[src/rrb_pkg.sv]
// Shared types and constants for the newest-first row ring buffer.
// Depends on nothing; every other file of the block imports it.
`default_nettype none

package rrb_pkg;

  // Ring size in words. The address arithmetic wraps by masking, so this stays a power of two.
  localparam int BUFFER_WORDS = 1024;
  localparam int AW           = $clog2(BUFFER_WORDS);      // word address bits
  localparam int PW           = $clog2(BUFFER_WORDS + 1);  // pointer bits, holds BUFFER_WORDS
  localparam int MAX_ROW      = 64;
  localparam int NW           = $clog2(MAX_ROW) + 1;       // row length bits, holds MAX_ROW
  localparam int WIRW         = $clog2(MAX_ROW);           // word-in-row bits
  localparam int POSW         = 10;
  localparam int CFG_AW       = 3;
  localparam logic [CFG_AW-1:0] REG_FLOATS_PER_ROW = 3'd0;

  typedef enum logic [1:0] {
    MODE_WRITE  = 2'd0,
    MODE_RECENT = 2'd1,
    MODE_INDEX  = 2'd2,
    MODE_CLEAR  = 2'd3
  } mode_t;

  typedef enum logic [1:0] {
    STAT_OK    = 2'd0,
    STAT_EMPTY = 2'd1,
    STAT_READ  = 2'd2,
    STAT_RANGE = 2'd3
  } status_t;

  typedef struct packed {
    logic [1:0]      mode;
    logic [31:0]     word_in;
    logic [POSW-1:0] row_position;
    logic            final_row;
  } in_req_t;

  typedef struct packed {
    logic [31:0]   word_out;
    logic [1:0]    status;
    logic          last;
    logic [PW-1:0] rows_stored;
  } out_res_t;

  // Commands from the controller to the datapath.
  typedef struct packed {
    logic accept;
    logic walk_en;
    logic read_en;
  } cmd_t;

  // Status from the datapath to the controller.
  typedef struct packed {
    logic start_walk;
    logic start_read;
    logic walk_last;
    logic read_last;
  } sts_t;

endpackage

`default_nettype wire

[src/rrb_cfg.sv]
// APB-style configuration register block holding the row length.
// Depends on rrb_pkg.
`default_nettype none

module rrb_cfg
  import rrb_pkg::*;
(
  input  wire logic              clk,
  input  wire logic              rst_n,
  input  wire logic              psel,
  input  wire logic              penable,
  input  wire logic              pwrite,
  input  wire logic [CFG_AW-1:0] paddr,
  input  wire logic [31:0]       pwdata,
  output logic      [31:0]       prdata,
  output logic                   pready,
  output logic      [NW-1:0]     floats_per_row
);

  logic [NW-1:0] fpr_r;

  assign pready = 1'b1;

  always_ff @(posedge clk) begin
    if (!rst_n) begin
      fpr_r <= NW'(1);
    end else if (psel && penable && pwrite && (paddr == REG_FLOATS_PER_ROW)) begin
      fpr_r <= pwdata[NW-1:0];
    end
  end

  always_comb begin
    prdata = '0;
    if (paddr == REG_FLOATS_PER_ROW) begin
      prdata = 32'(fpr_r);
    end
  end

  assign floats_per_row = fpr_r;

endmodule

`default_nettype wire

[config.mk]
export PLATFORM = sky130hd
export DESIGN_NAME = rrb_cfg
export DESIGN_NICKNAME = d
export VERILOG_FILES = /design/src/rrb_pkg.sv /design/src/rrb_cfg.sv
export SDC_FILE = /design/constraint.sdc
export NUM_CORES = 1
export LEC_CHECK = 0
export BUFFER_PORTS_ARGS = -buffer_cell sky130_fd_sc_hd__buf_2
export CAP_MARGIN = 15
export CORE_MARGIN = 2
export CORE_UTILIZATION = 32
export CTS_BUF_LIST = sky130_fd_sc_hd__clkbuf_16
export DETAILED_ROUTE_END_ITERATION = 16
export HOLD_SLACK_MARGIN = 0.06
export PLACE_DENSITY_LB_ADDON = 0.3
export SLEW_MARGIN = 20
export SYNTH_ARGS = -nofsm -noshare
export SYNTH_HDL_FRONTEND = slang
export SYNTH_SLANG_ARGS = --single-unit
[constraint.sdc]
create_clock -name clk -period 1.6 [get_ports clk]
set_input_delay 0.08 -clock clk [delete_from_list [all_inputs] [get_ports clk]]
set_output_delay 0.08 -clock clk [all_outputs]
set_load 0.03 [all_outputs]
# After elaboration in Yosys (flattened, before gate mapping)
# Index checks and enable logic that the tools add are counted.
[totals] reg_bits=7 in_bits=40
[op_classes] mux=1 n_reduce_logical=4
[op_table] cell="7-bit 2-to-1 mux" count=1
[op_table] cell="1-bit logical AND" count=3
[op_table] cell="3-bit logical NOT" count=1

# Depth between registers and ports, before layout
[logic_depth] depth_word=3 depth_mapped=4 ltp_nobuf=3

# Least setup slack after synthesis
# OpenSTA, ideal clock, no wires.
[synth_timing] path_kind="reg-to-output" startpoint="reg fpr_r[0] (netlist: floats_per_row[0])" endpoint="out prdata[0]" arrival_time_ns=0.793 required_ns=1.520 setup_slack_ns=0.727 stages_incl_launch_ff=2 n_path_buf=0 cell_sequence="dfxtp_1 and2_2"
[synth_via] elab_chain_len=1
[synth_rtl] element="from (decl)" line_no="rrb_cfg.sv:20" text="logic [NW-1:0] fpr_r;"
[synth_rtl] element="from (signal assigned)" line_no="rrb_cfg.sv:28" text="fpr_r <= pwdata[NW-1:0];"
[synth_rtl] element="7-bit 2-to-1 mux" line_no="rrb_cfg.sv:34" text="if (paddr == REG_FLOATS_PER_ROW) begin"
[synth_rtl] element="to (decl)" line_no="rrb_cfg.sv:15" text="output logic [31:0] prdata,"
# No other way between the ends.

# Worst setup path in the final report
[layout_timing] startpoint="reg fpr_r[6] (netlist: floats_per_row[6])" endpoint="out prdata[6]"
# The elaborated chain is that of the path after synthesis.

==> qor.yml <==
setup_path:
  crit_path_end_kind: "output pin"
  path_cells: "and2_2 > buf_2"
  critPathMaxStageDelay_ns: 0.34
  cp_max_fo: 3
  critPathBufInv: 1
  ff2ff_setup_slack_ns: 0.99
  start_kind: "flip-flop"
  critPathKind: "flip-flop to output pin"
  worstPathRequired_ns: 1.52
  critical_path_arrival_ns: 0.89
  critical-path-slowest-cell: "dfxtp_1"
  crit_family: "flip-flops"
synthesis:
  synthTopCellsByCount: "buf_4 (26), nand2_1 (12), and2_2 (7), dfxtp_1 (7), mux2i_1 (6)"
  ys_warn_count: 0
  yosysSeqAreaShare_pct: 25.00
  synth_xor_area_share_pct: 0
  synth_area_um2: 560.5
  synthTopCellsByArea: "buf_4 (35%), dfxtp_1 (25%), mux2i_1 (11%)"
  synth_flop_cell: "dfxtp_1"
  synth_top_family_by_area: "buffers and inverters"
  yosys_register_bits: 7
  synthDistinctLibCells: 14
  synth_compound_area_share_pct: 1.339
  synth_area_per_cell_um2: 8.243
  synth_edf_count: 0
  async_reset_ff_share_pct: 0
  yosysTopAreaCell: "buf_4"
  synth_mux_area_share_pct: 10.71
  synth_top_area_share_pct: 34.82
  post_synth_fa_ha_maj_area_fraction_pct: 0
  synth.most_common_cell: "buf_4"
  synth_simple_gate_area_share_pct: 23.44
  synth_cells: 68
grt:
  grt_max_degree: 14
  grt-ovfl-total: 0
  antenna_found_initial: 0
  grt_pass1_vias: 319
  grt_pass1_wl_um: 1248
  track_usage_pct: 8.755
final_layout:
  nets: 138
  synthToLayoutAreaGrowth_pct: 22.77
  layout-drive-gt1-share_pct: 41.24
  antenna_cells: 0
  fin_area_um2: 688.2
  largest_reg_flops: 7
  final_cells: 114
clock_tree:
  post_cts_buffers: 0
  cts-resized-gates: 0
  cts.sinks: 7
  clockRootBuffer: "clkbuf_16"
  cts_tree: "yes"
  cts_buffers: 3
  clk_latency_ns: 0.22
  cts_hold_repair.buffers: 0
  h-tree-depth: 1
  cts_buffer_depth: 2
  clk_pin_slew_ns: 0.03
pwr:
  p_sw_mw: 0.1861
  p_per_area_nw_per_um2: 1028
  p_sw_share_pct: 26.30
  p_leak_nw: 0.3970
  peakVddDrop_mv: 0.8741
  clockPowerShare_pct: 57.5
  p_seq_share_pct: 25.1
  power_frac_comb_pct: 17.4
  p_int_mw: 0.5214
timing:
  finalCritPeriodShare_pct: 60.57
  finalCriticalPeriod_ns: 0.9692
  setup_violations: 0
  maxSlewViolCount: 0
  rsz0062_at_grt: "no"
  max_freq_mhz: 1032
  skew_ns: 0
  fin_tns_setup_ns: 0
  fin_ws_ns: 0.6308
  hold_viol_final: 0
route:
  route.vias.total: 422
  first_iter_violations: 2
  drt_wl_total_um: 919
  drtAntennaViolNets: 0
  viasPerCell: 3.702
  wire_per_inst_um: 8.061
  dr.pass1.iters: 2
  drc: 0
floorplanning:
  die_area_um2: 2103
  initial_core_util_pct: 33.19
  fp-row-count: 15
  fp.dieW_um: 45.86
  core_area_um2: 1689
  die_h_um: 45.86
  io_pins: 80
status:
  status: "completed"
placement:
  place_hpwl_um: 778.2
  pre_cts_slack_ns: 0.4759
  dpl_cell_area_um2: 609.3
  port_buffers: 28
  gp_congestion: 0.6378
  placedCellCount: 110
flow_run:
  drv_cap: 0
hold_path:
  worstHoldPathType: "primary input to flip-flop"
-- cells in the final DEF (no fill, tap or decap) --
master     synthesis  routed
conb_1             2      26
and2_2             7       7
o211ai_1           1       1
and3_1             1       1
nand2_1           12      12
nor3_4             1       1
inv_1              1       2
buf_2              0      28
mux2i_1            6       6
and2_1             1       1
dfxtp_1            7       7
nand3_1            1       1
buf_4             26       1
clkbuf_16          0       3
-- final timing paths --
kind	from	end	depth (start not counted)
max	floats_per_row[6]	prdata[6]	2
min	pwdata[6]	floats_per_row[6]	3
max reg2reg	floats_per_row[0]	floats_per_row[0]	2
min reg2reg	floats_per_row[3]	floats_per_row[3]	2
-- stage by stage --
step	power [mW]	hold slack (ns)	utilization, %
5_1_grt	0.7449	0.1052	40.74
2_1_floorplan	0.3277	0.2222	-
6_report	0.7074	0.09844	40.74
3_5_place_dp	0.3034	0.3338	36.07
3_3_place_gp	0.3023	0.3312	36.07
4_1_cts	0.7180	0.09758	40.74
-- cells by family after synthesis --
| group | count (synthesis) |
|---|---|
| AO/OA/AOI/OAI | 1 |
| buffers and inverters | 29 |
| flip-flops | 7 |
| multiplexers | 6 |
| other | 2 |
| AND/OR/NAND/NOR | 23 |
-- power by group through the flow --
stage          Sequential, mW  Combinational, mW  Clock (mW)
3_5_place_dp            0.180              0.123           0
5_1_grt                 0.178              0.134       0.433
3_3_place_gp            0.180              0.122           0
2_1_floorplan           0.183              0.144           0
4_1_cts                 0.178              0.123       0.417
6_report                0.178              0.123       0.406
-- worst register-to-register path, stage by stage (launching register included) --
cell and delay, ns:
dfxtp_1 0.33, inv_1 0.05, o211ai_1 0.15
-- metal layers --
layer / GRT usage [%] / wire length, um
met5: 0 / 0
met4: 3.429 / 0
met3: 4.762 / 93
met2: 15.56 / 459
met1: 8.274 / 367
-- area by class of cell --
class	instances	area [um2]
Clock buffer	3	75.07
Inverter	1	3.754
Fill cell	181	1001
Multi-Input combinational cell	56	296.5
Timing Repair Buffer	29	147.6
Tap cell	17	21.27
Clock inverter	1	3.754
Sequential cell	7	140.1
Power figures use the tool's default switching activity.
