[config.mk]
export PLATFORM = sky130hd
export DESIGN_NAME = rrb_ctrl
export DESIGN_NICKNAME = d
export VERILOG_FILES = /design/src/rrb_pkg.sv /design/src/rrb_ctrl.sv
export SDC_FILE = /design/constraint.sdc
export NUM_CORES = 1
export LEC_CHECK = 0
export ABC_AREA = 1
export BUFFER_PORTS_ARGS = -buffer_cell sky130_fd_sc_hd__buf_2
export CAP_MARGIN = 20
export CELL_PAD_IN_SITES_DETAIL_PLACEMENT = 0
export CELL_PAD_IN_SITES_GLOBAL_PLACEMENT = 1
export CORE_AREA = 2 2 39 41
export DETAILED_ROUTE_END_ITERATION = 6
export DIE_AREA = 0 0 41 43
export PLACE_DENSITY = 0.45
export SYNTH_ARGS = -nofsm -noshare
export SYNTH_HDL_FRONTEND = slang
export SYNTH_SLANG_ARGS = --single-unit
[constraint.sdc]
create_clock -name clk -period 1.1 [get_ports clk]
set_clock_uncertainty 0.1 [all_clocks]
set_input_delay 0.22 -clock clk [delete_from_list [all_inputs] [get_ports clk]]
set_output_delay 0.22 -clock clk [all_outputs]
set_load 0.03 [all_outputs]
[src/rrb_pkg.sv]
// Shared types and constants for the newest-first row ring buffer.
// Depends on nothing; every other file of the block imports it.
`default_nettype none

package rrb_pkg;

  // Ring size in words. The address arithmetic wraps by masking, so this stays a power of two.
  localparam int BUFFER_WORDS = 1024;
  localparam int AW           = $clog2(BUFFER_WORDS);      // word address bits
  localparam int PW           = $clog2(BUFFER_WORDS + 1);  // pointer bits, holds BUFFER_WORDS
  localparam int MAX_ROW      = 64;
  localparam int NW           = $clog2(MAX_ROW) + 1;       // row length bits, holds MAX_ROW
  localparam int WIRW         = $clog2(MAX_ROW);           // word-in-row bits
  localparam int POSW         = 10;
  localparam int CFG_AW       = 3;
  localparam logic [CFG_AW-1:0] REG_FLOATS_PER_ROW = 3'd0;

  typedef enum logic [1:0] {
    MODE_WRITE  = 2'd0,
    MODE_RECENT = 2'd1,
    MODE_INDEX  = 2'd2,
    MODE_CLEAR  = 2'd3
  } mode_t;

  typedef enum logic [1:0] {
    STAT_OK    = 2'd0,
    STAT_EMPTY = 2'd1,
    STAT_READ  = 2'd2,
    STAT_RANGE = 2'd3
  } status_t;

  typedef struct packed {
    logic [1:0]      mode;
    logic [31:0]     word_in;
    logic [POSW-1:0] row_position;
    logic            final_row;
  } in_req_t;

  typedef struct packed {
    logic [31:0]   word_out;
    logic [1:0]    status;
    logic          last;
    logic [PW-1:0] rows_stored;
  } out_res_t;

  // Commands from the controller to the datapath.
  typedef struct packed {
    logic accept;
    logic walk_en;
    logic read_en;
  } cmd_t;

  // Status from the datapath to the controller.
  typedef struct packed {
    logic start_walk;
    logic start_read;
    logic walk_last;
    logic read_last;
  } sts_t;

endpackage

`default_nettype wire

[src/rrb_ctrl.sv]
// Sequencing state machine: idle, backward row walk, and row readout.
// Depends on rrb_pkg.
`default_nettype none

module rrb_ctrl
  import rrb_pkg::*;
(
  input  wire logic clk,
  input  wire logic rst_n,
  input  wire logic start,
  input  wire sts_t sts,
  output logic      busy,
  output cmd_t      cmd
);

  typedef enum logic [2:0] {
    ST_IDLE = 3'b001,
    ST_WALK = 3'b010,
    ST_READ = 3'b100
  } state_t;

  state_t state_r, state_nxt;

  always_comb begin
    state_nxt   = state_r;
    cmd.accept  = 1'b0;
    cmd.walk_en = 1'b0;
    cmd.read_en = 1'b0;
    unique case (state_r)
      ST_IDLE: begin
        cmd.accept = start;
        if (start && sts.start_walk) begin
          state_nxt = ST_WALK;
        end else if (start && sts.start_read) begin
          state_nxt = ST_READ;
        end
      end
      ST_WALK: begin
        cmd.walk_en = 1'b1;
        if (sts.walk_last) begin
          state_nxt = ST_READ;
        end
      end
      ST_READ: begin
        cmd.read_en = 1'b1;
        if (sts.read_last) begin
          state_nxt = ST_IDLE;
        end
      end
      default: begin
        state_nxt = ST_IDLE;
      end
    endcase
  end

  always_ff @(posedge clk) begin
    if (!rst_n) begin
      state_r <= ST_IDLE;
    end else begin
      state_r <= state_nxt;
    end
  end

  assign busy = (state_r != ST_IDLE);

  a_walk_to_read: assert property (@(posedge clk) disable iff (!rst_n)
    (state_r == ST_WALK && sts.walk_last) |=> (state_r == ST_READ))
    else $error("walk did not hand over to readout");

  a_read_to_idle: assert property (@(posedge clk) disable iff (!rst_n)
    (state_r == ST_READ && sts.read_last) |=> !busy)
    else $error("readout did not return to idle");

  a_no_accept_busy: assert property (@(posedge clk) disable iff (!rst_n)
    busy |-> !cmd.accept)
    else $error("request accepted while busy");

endmodule

`default_nettype wire

### Yosys cells after proc, flatten, opt, wreduce, memory -nomap -nowiden

Index checks and enable logic that the tools add are counted.

* memory bits (writable): 0
* ROM bits: 0
* logic and storage cells: 19
* memories kept: 0
* flip-flop bits (word level): 3
* latch bits: 0

* reductions and logical operators: 3
* eq/ne operators: 7
* bitwise operators: 0
* multiplexer cells: 8
* shifts and indexed selects: 0
* div/mod/pow operators: 0
* $lt $le $gt $ge: 0
* add/subtract/negate cells: 0
* multiply operators: 0

Operator list (count)
* two-way mux 3 bit: 4
* one-hot mux 3 bit (3 select lines): 1
* inequality test 2 bit, second input constant: 2
* equality test 3 x 1 -> 1 bit, second input constant: 1
* equality test 3 x 2 -> 1 bit, second input constant: 1
* equality test 3 bit, second input constant: 1
* two-way mux 1 bit: 3
* inequality test 3 x 1 -> 1 bit, second input constant: 1
* inequality test 3 bit, second input constant: 1
* AND reduction 3 bit: 1
* logical AND 1 bit: 2

### Depth between registers and ports, before layout

Gate-level depths: netlist of the first run.

* depth in word-level cells: 4
* gate-level depth with buffers: 6
* mapped depth without buffers: 6

### Worst setup path after synthesis of the first run

Ideal clock, no wire load.

* kind: reg-to-output
* start: register state_r[1]
* end: output port cmd[2] (netlist name)
* cell stages (with the launch flop): 4
* buffers on the path: 0
* slack: -0.286 ns
* data arrival time: 1.066 ns
* data required time: 0.780 ns
* cells stage by stage: dfxtp_1 -> nor2_2 -> nand2_2 -> nor2_1

RTL lines
* start: declaration: RTL line rrb_ctrl.sv:22 `state_t state_r, state_nxt;`
* start signal: assignment: RTL line rrb_ctrl.sv:60 `state_r <= state_nxt;`
* end: declaration: RTL line rrb_ctrl.sv:13 `output cmd_t cmd`

==> flow_summary.toml, run 1 <==
[routing]
drt_pass1_iterations = 2
wire_per_inst_um = 7.20
via_per_inst = 3.55
drt_iter0_drc = 2
routed_wl_um = 475
via_count = 234
drtAntennaViolNets = 0
drcViolationCount = 0

[sta]
finalCritPeriodShare = 1.18
rsz0062_at_grt = "yes"
hold_violations = 0
layout_setup_ws_ns = -0.198
slew_viol_final = 0
tightest_slew_ns = 0.178
max_freq_mhz = 771
slew_headroom = 0.881
period_needed_ns = 1.30
setup_violations = 7

[clock_network]
clock_sinks = 3
cts_buffers = 3
cts-root-buf = "clkbuf_4"
clkSlewWorstSetupHoldPaths_ns = 0.04
cts_tree = "built"
cts_htree_levels = 1
cts_buffer_depth = 2
hold_buffers = 0
clk_latency_ns = 0.23

[setup_path]
crit_start = "state_r[2]"
worstPathArrival_ns = 0.98
cp-end-kind = "output pin"
crit_fanout = 3
r2r_start = "state_r[2]"
required_ns = 0.78
rr_endpoint = "state_r[2]"
endpoint = "cmd[2]"
rrSetupSlack_ns = -0.17
start_kind = "flop"
crit_type = "flop to output pin"
reg2regPathDepth = 8

[global_routing]
grt_util_all_layers = 0.0782
overflow = 0
use_met3 = 0.0366
grtUsageMet1 = 0.0769
grt_use_met2 = 0.109
top_usage_layer = "met2"
grt_pass1_vias = 243
grt_pass1_wl_um = 890
grt_start_max_net_pins = 5
antenna_found_initial = 0

[floorplan]
ios = 11
die_area_um2 = 1760
rows = 14
core_um2 = 1380
initial_core_util = 0.144
die_w_um = 41
die_h_um = 43

[placed_design]
dp_hpwl_um = 370
gp_congestion = 0.588
io_buffers = 10
placed_cells = 59
place_ws_ns = -0.0746

[power_and_ir_drop]
power.leakage_nw = 0.199
ir_drop_mv = 0.464
p_total_uw = 694
powerDensity_nw_per_um2 = 1750

[layout]
final_cells = 66
final_nets = 58
layout-drive-gt1-share = 0.680
diodes = 0
largestRegisters = "state_r x3"
largest_reg_flops = 3
syn2layout_area_growth_pct = 99.4
regMostFlops = "state_r"

[synthesis]
yosysTopAreaCell = "dfxtp_1"
syn-num-nets = 39
ys_warn_count = 0
synth_seq_cells = 3
syn_inst = 32
synth.top_cell.area_share = 0.302
netlist_area_um2 = 199
syn_avg_cell_area_um2 = 6.22
ys_types = 10
yosysSeqAreaShare = 0.302
synth.area.top_cells = "dfxtp_1 30%, inv_1 13%, nand2_1 11%"

[worst_hold_path]
hold_class = "input port to flop"

[job]
maxCapViolCount = 0

[status]
status = "complete, but fails checks"
violations = "setup timing"
==> stage by stage <==
| stage | hold slack, ns | utilization | TNS [ns] | area (µm²) |
|---|---|---|---|---|
| detailed placement | 0.322 | 0.213 | -0.171 | 295 |
| CTS | 0.0676 | 0.279 | -1.11 | 387 |
| global route | 0.0935 | 0.287 | -1.38 | 397 |
| floorplan | 0.189 | - | -0.0163 | 218 |
| finish | 0.0726 | 0.287 | -0.946 | 397 |
| global placement | 0.327 | 0.213 | -0.232 | 295 |
==> critical path, cell delays in order, from the launching register on <==
cell     delay (ns)
dfxtp_2        0.34
nor2_4         0.13
nand2_4        0.07
nor2_4         0.08
buf_6          0.13
==> timing repair <==
action                     CTS  global route
pin swaps                    5             1
resized for setup           17             3
buffers inserted             3             0
gates cloned                 0             0
setup endpoints to repair    5             7
==> how the worst min path moves through the flow <==
stage | from | end | slack [ns] | depth (start not counted)
after CTS | rst_n | state_r[0] | 0.07 | 2
after global placement | rst_n | state_r[0] | 0.33 | 2
after global routing | rst_n | state_r[0] | 0.09 | 2
after floorplan | rst_n | state_r[0] | 0.19 | 1
after detailed placement | rst_n | state_r[0] | 0.32 | 2
final | rst_n | state_r[0] | 0.07 | 2
==> cell type report <==
class | instances | area (µm²)
inverters | 7 | 28.8
clock buffers | 4 | 26.3
multi-input cells | 22 | 150
fillers | 166 | 987
repair buffers | 14 | 103
well taps | 16 | 20.0
flip-flops and latches | 3 | 68.8
==> logic make-up after synthesis <==
group,count (synthesis),synth area share
AND/OR/NAND/NOR,20,0.484
buffers and inverters,7,0.132
flip-flops,3,0.302
AO/OA/AOI/OAI,2,0.0818
==> cell usage after synthesis <==
library cell and count:
nand2_2 1, nor2_4 1, nor2_1 6, inv_1 7, dfxtp_1 3, nand3_1 3, a21oi_2 1, nor2_2 3
o21a_1 1, nand2_1 6
==> cells in the final DEF (no fill, tap or decap) <==
| cell type | Yosys | routed |
|---|---|---|
| buf_6 | 0 | 4 |
| nor2_1 | 6 | 4 |
| nand3_1 | 3 | 1 |
| o21a_1 | 1 | 1 |
| a21oi_2 | 1 | 1 |
| inv_4 | 0 | 1 |
| inv_1 | 7 | 3 |
| nor2_4 | 1 | 3 |
| buf_4 | 0 | 3 |
| dfxtp_2 | 0 | 1 |
| buf_2 | 0 | 7 |
| dfxtp_4 | 0 | 2 |
| nand2_1 | 6 | 6 |
| nand3_4 | 0 | 1 |
| nor2_2 | 3 | 3 |
| nand2_4 | 0 | 1 |
| inv_2 | 0 | 3 |
| clkbuf_1 | 0 | 1 |
| nand3_2 | 0 | 1 |
| clkbuf_4 | 0 | 3 |
==> layer usage <==
| layer | up-vias | wire, µm |
|---|---|---|
| li1 | 133 | - |
| met1 | 96 | 189 |
| met2 | 5 | 266 |
| met3 | 0 | 18 |
| met4 | 0 | 0 |
| met5 | - | 0 |
==> report_power, final <==
| part | switching [mW] | internal, mW | total, mW |
|---|---|---|---|
| Clock | 0.0563 | 0.136 | 0.192 |
| Combinational | 0.180 | 0.158 | 0.338 |
| Sequential | 0.0306 | 0.133 | 0.164 |
| Total | 0.267 | 0.427 | 0.694 |
Note: power is estimated with default switching activity, not from simulation.
==> run 2, diff against run 1 <==
--- a/config.mk
+++ b/config.mk
@@ -7,13 +7,14 @@
 export LEC_CHECK = 0
 export ABC_AREA = 1
 export BUFFER_PORTS_ARGS = -buffer_cell sky130_fd_sc_hd__buf_2
-export CAP_MARGIN = 20
 export CELL_PAD_IN_SITES_DETAIL_PLACEMENT = 0
 export CELL_PAD_IN_SITES_GLOBAL_PLACEMENT = 1
 export CORE_AREA = 2 2 39 41
+export CTS_CLUSTER_SIZE = 40
 export DETAILED_ROUTE_END_ITERATION = 6
 export DIE_AREA = 0 0 41 43
 export PLACE_DENSITY = 0.45
+export SETUP_SLACK_MARGIN = 0.15
 export SYNTH_ARGS = -nofsm -noshare
 export SYNTH_HDL_FRONTEND = slang
 export SYNTH_SLANG_ARGS = --single-unit
==> run 2 against run 1 <==
Compared with the run above: clock-buffer cell count unchanged; total power down 3.7%; the run still ends with setup timing left; largest cell class unchanged; worst setup slack worse by 0.0028 ns; core utilization up 0.81 points; largest power group unchanged.
==> flow_summary.toml, run 2 (same netlist as run 1, synthesis figures left out) <==
[setup_path]
slowest_stage = "dfxtp_2"
crit_type = "flop to output pin"
start_kind = "flop"
path_cells = "nor2_4 -> nand2_4 -> nor2_4 -> buf_6"
max_stage_delay_ns = 0.34
rrSetupSlack_ns = -0.09
crit_fanout = 3
crit_top_cell = "nor2_4"
worstPathArrival_ns = 0.98
cp-end-kind = "output pin"
required_ns = 0.78

[clock_network]
cts_htree_levels = 1
cts-root-buf = "clkbuf_4"
clk_latency_ns = 0.24
cts_tree = "built"
clkSlewWorstSetupHoldPaths_ns = 0.04
clock_sinks = 3
cts_buffer_depth = 2
cts_buffers = 3
hold_buffers = 0

[layout]
final_cell_area_um2 = 408
postLayoutCoreUtil = 0.295
mostFrequentLayoutCell = "buf_2"
layout-drive-gt1-share = 0.720
diodes = 0
largestRegisters = "state_r x3"
largest_reg_flops = 3
regMostFlops = "state_r"
mostFrequentLayoutCells = "7 x buf_2, 6 x nand2_1, 5 x nor2_4"
syn2layout_area_growth_pct = 105
final_nets = 58

[sta]
slew_headroom = 0.898
tightest_slew_ns = 0.154
period_needed_ns = 1.30
setup_violations = 6
max_freq_mhz = 769
finalCritPeriodShare = 1.18
rsz0062_at_grt = "yes"
hold_violations = 0
slew_viol_final = 0
layout_setup_ws_ns = -0.201

[placed_design]
io_buffers = 10
gp_congestion = 0.748
place_ws_ns = -0.0455
place_area_um2 = 305

[power_and_ir_drop]
switching_share = 0.401
power.leakage_nw = 0.198
pwr-share-comb = 0.463
p_clk_frac = 0.292
powerDensity_nw_per_um2 = 1640
p_total_uw = 668
seqPwrFrac = 0.245
internal_power_uw = 400
ir_drop_mv = 0.423
netSwitchingPower_uw = 268

[global_routing]
grt_pass1_vias = 250
grt_util_all_layers = 0.0812
grt_pass1_wl_um = 938
overflow = 0
grt_start_max_net_pins = 4
antenna_found_initial = 0

[routing]
wire_per_inst_um = 7.76
drt_iter0_drc = 0
routed_wl_um = 512
via_per_inst = 3.80
drt_pass1_iterations = 1
drtAntennaViolNets = 0
via_count = 251
drcViolationCount = 0

[floorplan]
die_area_um2 = 1760
rows = 14
initial_core_util = 0.144
core_um2 = 1380
die_h_um = 43
die_w_um = 41
ios = 11

[status]
status = "complete, but fails checks"
violations = "setup timing"

[job]
maxCapViolCount = 0

[worst_hold_path]
hold_class = "input port to flop"
run 2: per-stage QoR:
stage	TNS (ns)	hold WS [ns]	std cells
after floorplan	-0.0145	0.189	32
after global placement	-0.102	0.319	59
after detailed placement	-0.140	0.318	59
after CTS	-0.905	0.0665	66
after global routing	-1.14	0.0570	66
final	-0.767	0.0704	66
run 2: what timing repair did:
item                       CTS  global route
setup endpoints to repair    7             7
pin swaps                    6             1
setup buffers                3             0
gates cloned                 0             0
resized for setup           14             4
run 2: power groups by stage:
stage / clock [mW] / combinational (mW) / sequential (mW)
global placement: 0 / 0.259 / 0.156
detailed placement: 0 / 0.255 / 0.156
finish: 0.195 / 0.309 / 0.164
floorplan: 0 / 0.200 / 0.153
CTS: 0.205 / 0.305 / 0.164
global route: 0.221 / 0.340 / 0.167
run 2: worst max-delay path, delay by kind of cell, from the launching register on:
family / cells / cell delay (ns)
and+or+nand+nor: 3 / 0.28
DFF: 1 / 0.34
buffers and inverters: 1 / 0.13
run 2: layer usage:
layer,up-vias,global-route usage,share of wire
met5,-,0,0
met4,0,0.0600,0.033
met3,2,0.0314,0.053
met2,7,0.131,0.58
met1,112,0.0769,0.33
li1,130,-,-
run 2: cell type report:
| cell class | instances | area [µm²] |
|---|---|---|
| multi-input combinational | 22 | 163 |
| tap | 16 | 20.0 |
| sequential | 3 | 68.8 |
| clock buffer | 4 | 26.3 |
| fill | 160 | 976 |
| inverter | 7 | 31.3 |
| timing repair buffer | 14 | 98.8 |
run 2: path summary, 6_finish.rpt:
| path | startpoint | end | cells after the start |
|---|---|---|---|
| min | rst_n | state_r[0] | 2 |
| min reg2reg | state_r[0] | state_r[2] | 4 |
| max reg2reg | state_r[2] | state_r[2] | 7 |
| max | state_r[2] | cmd[2] | 4 |
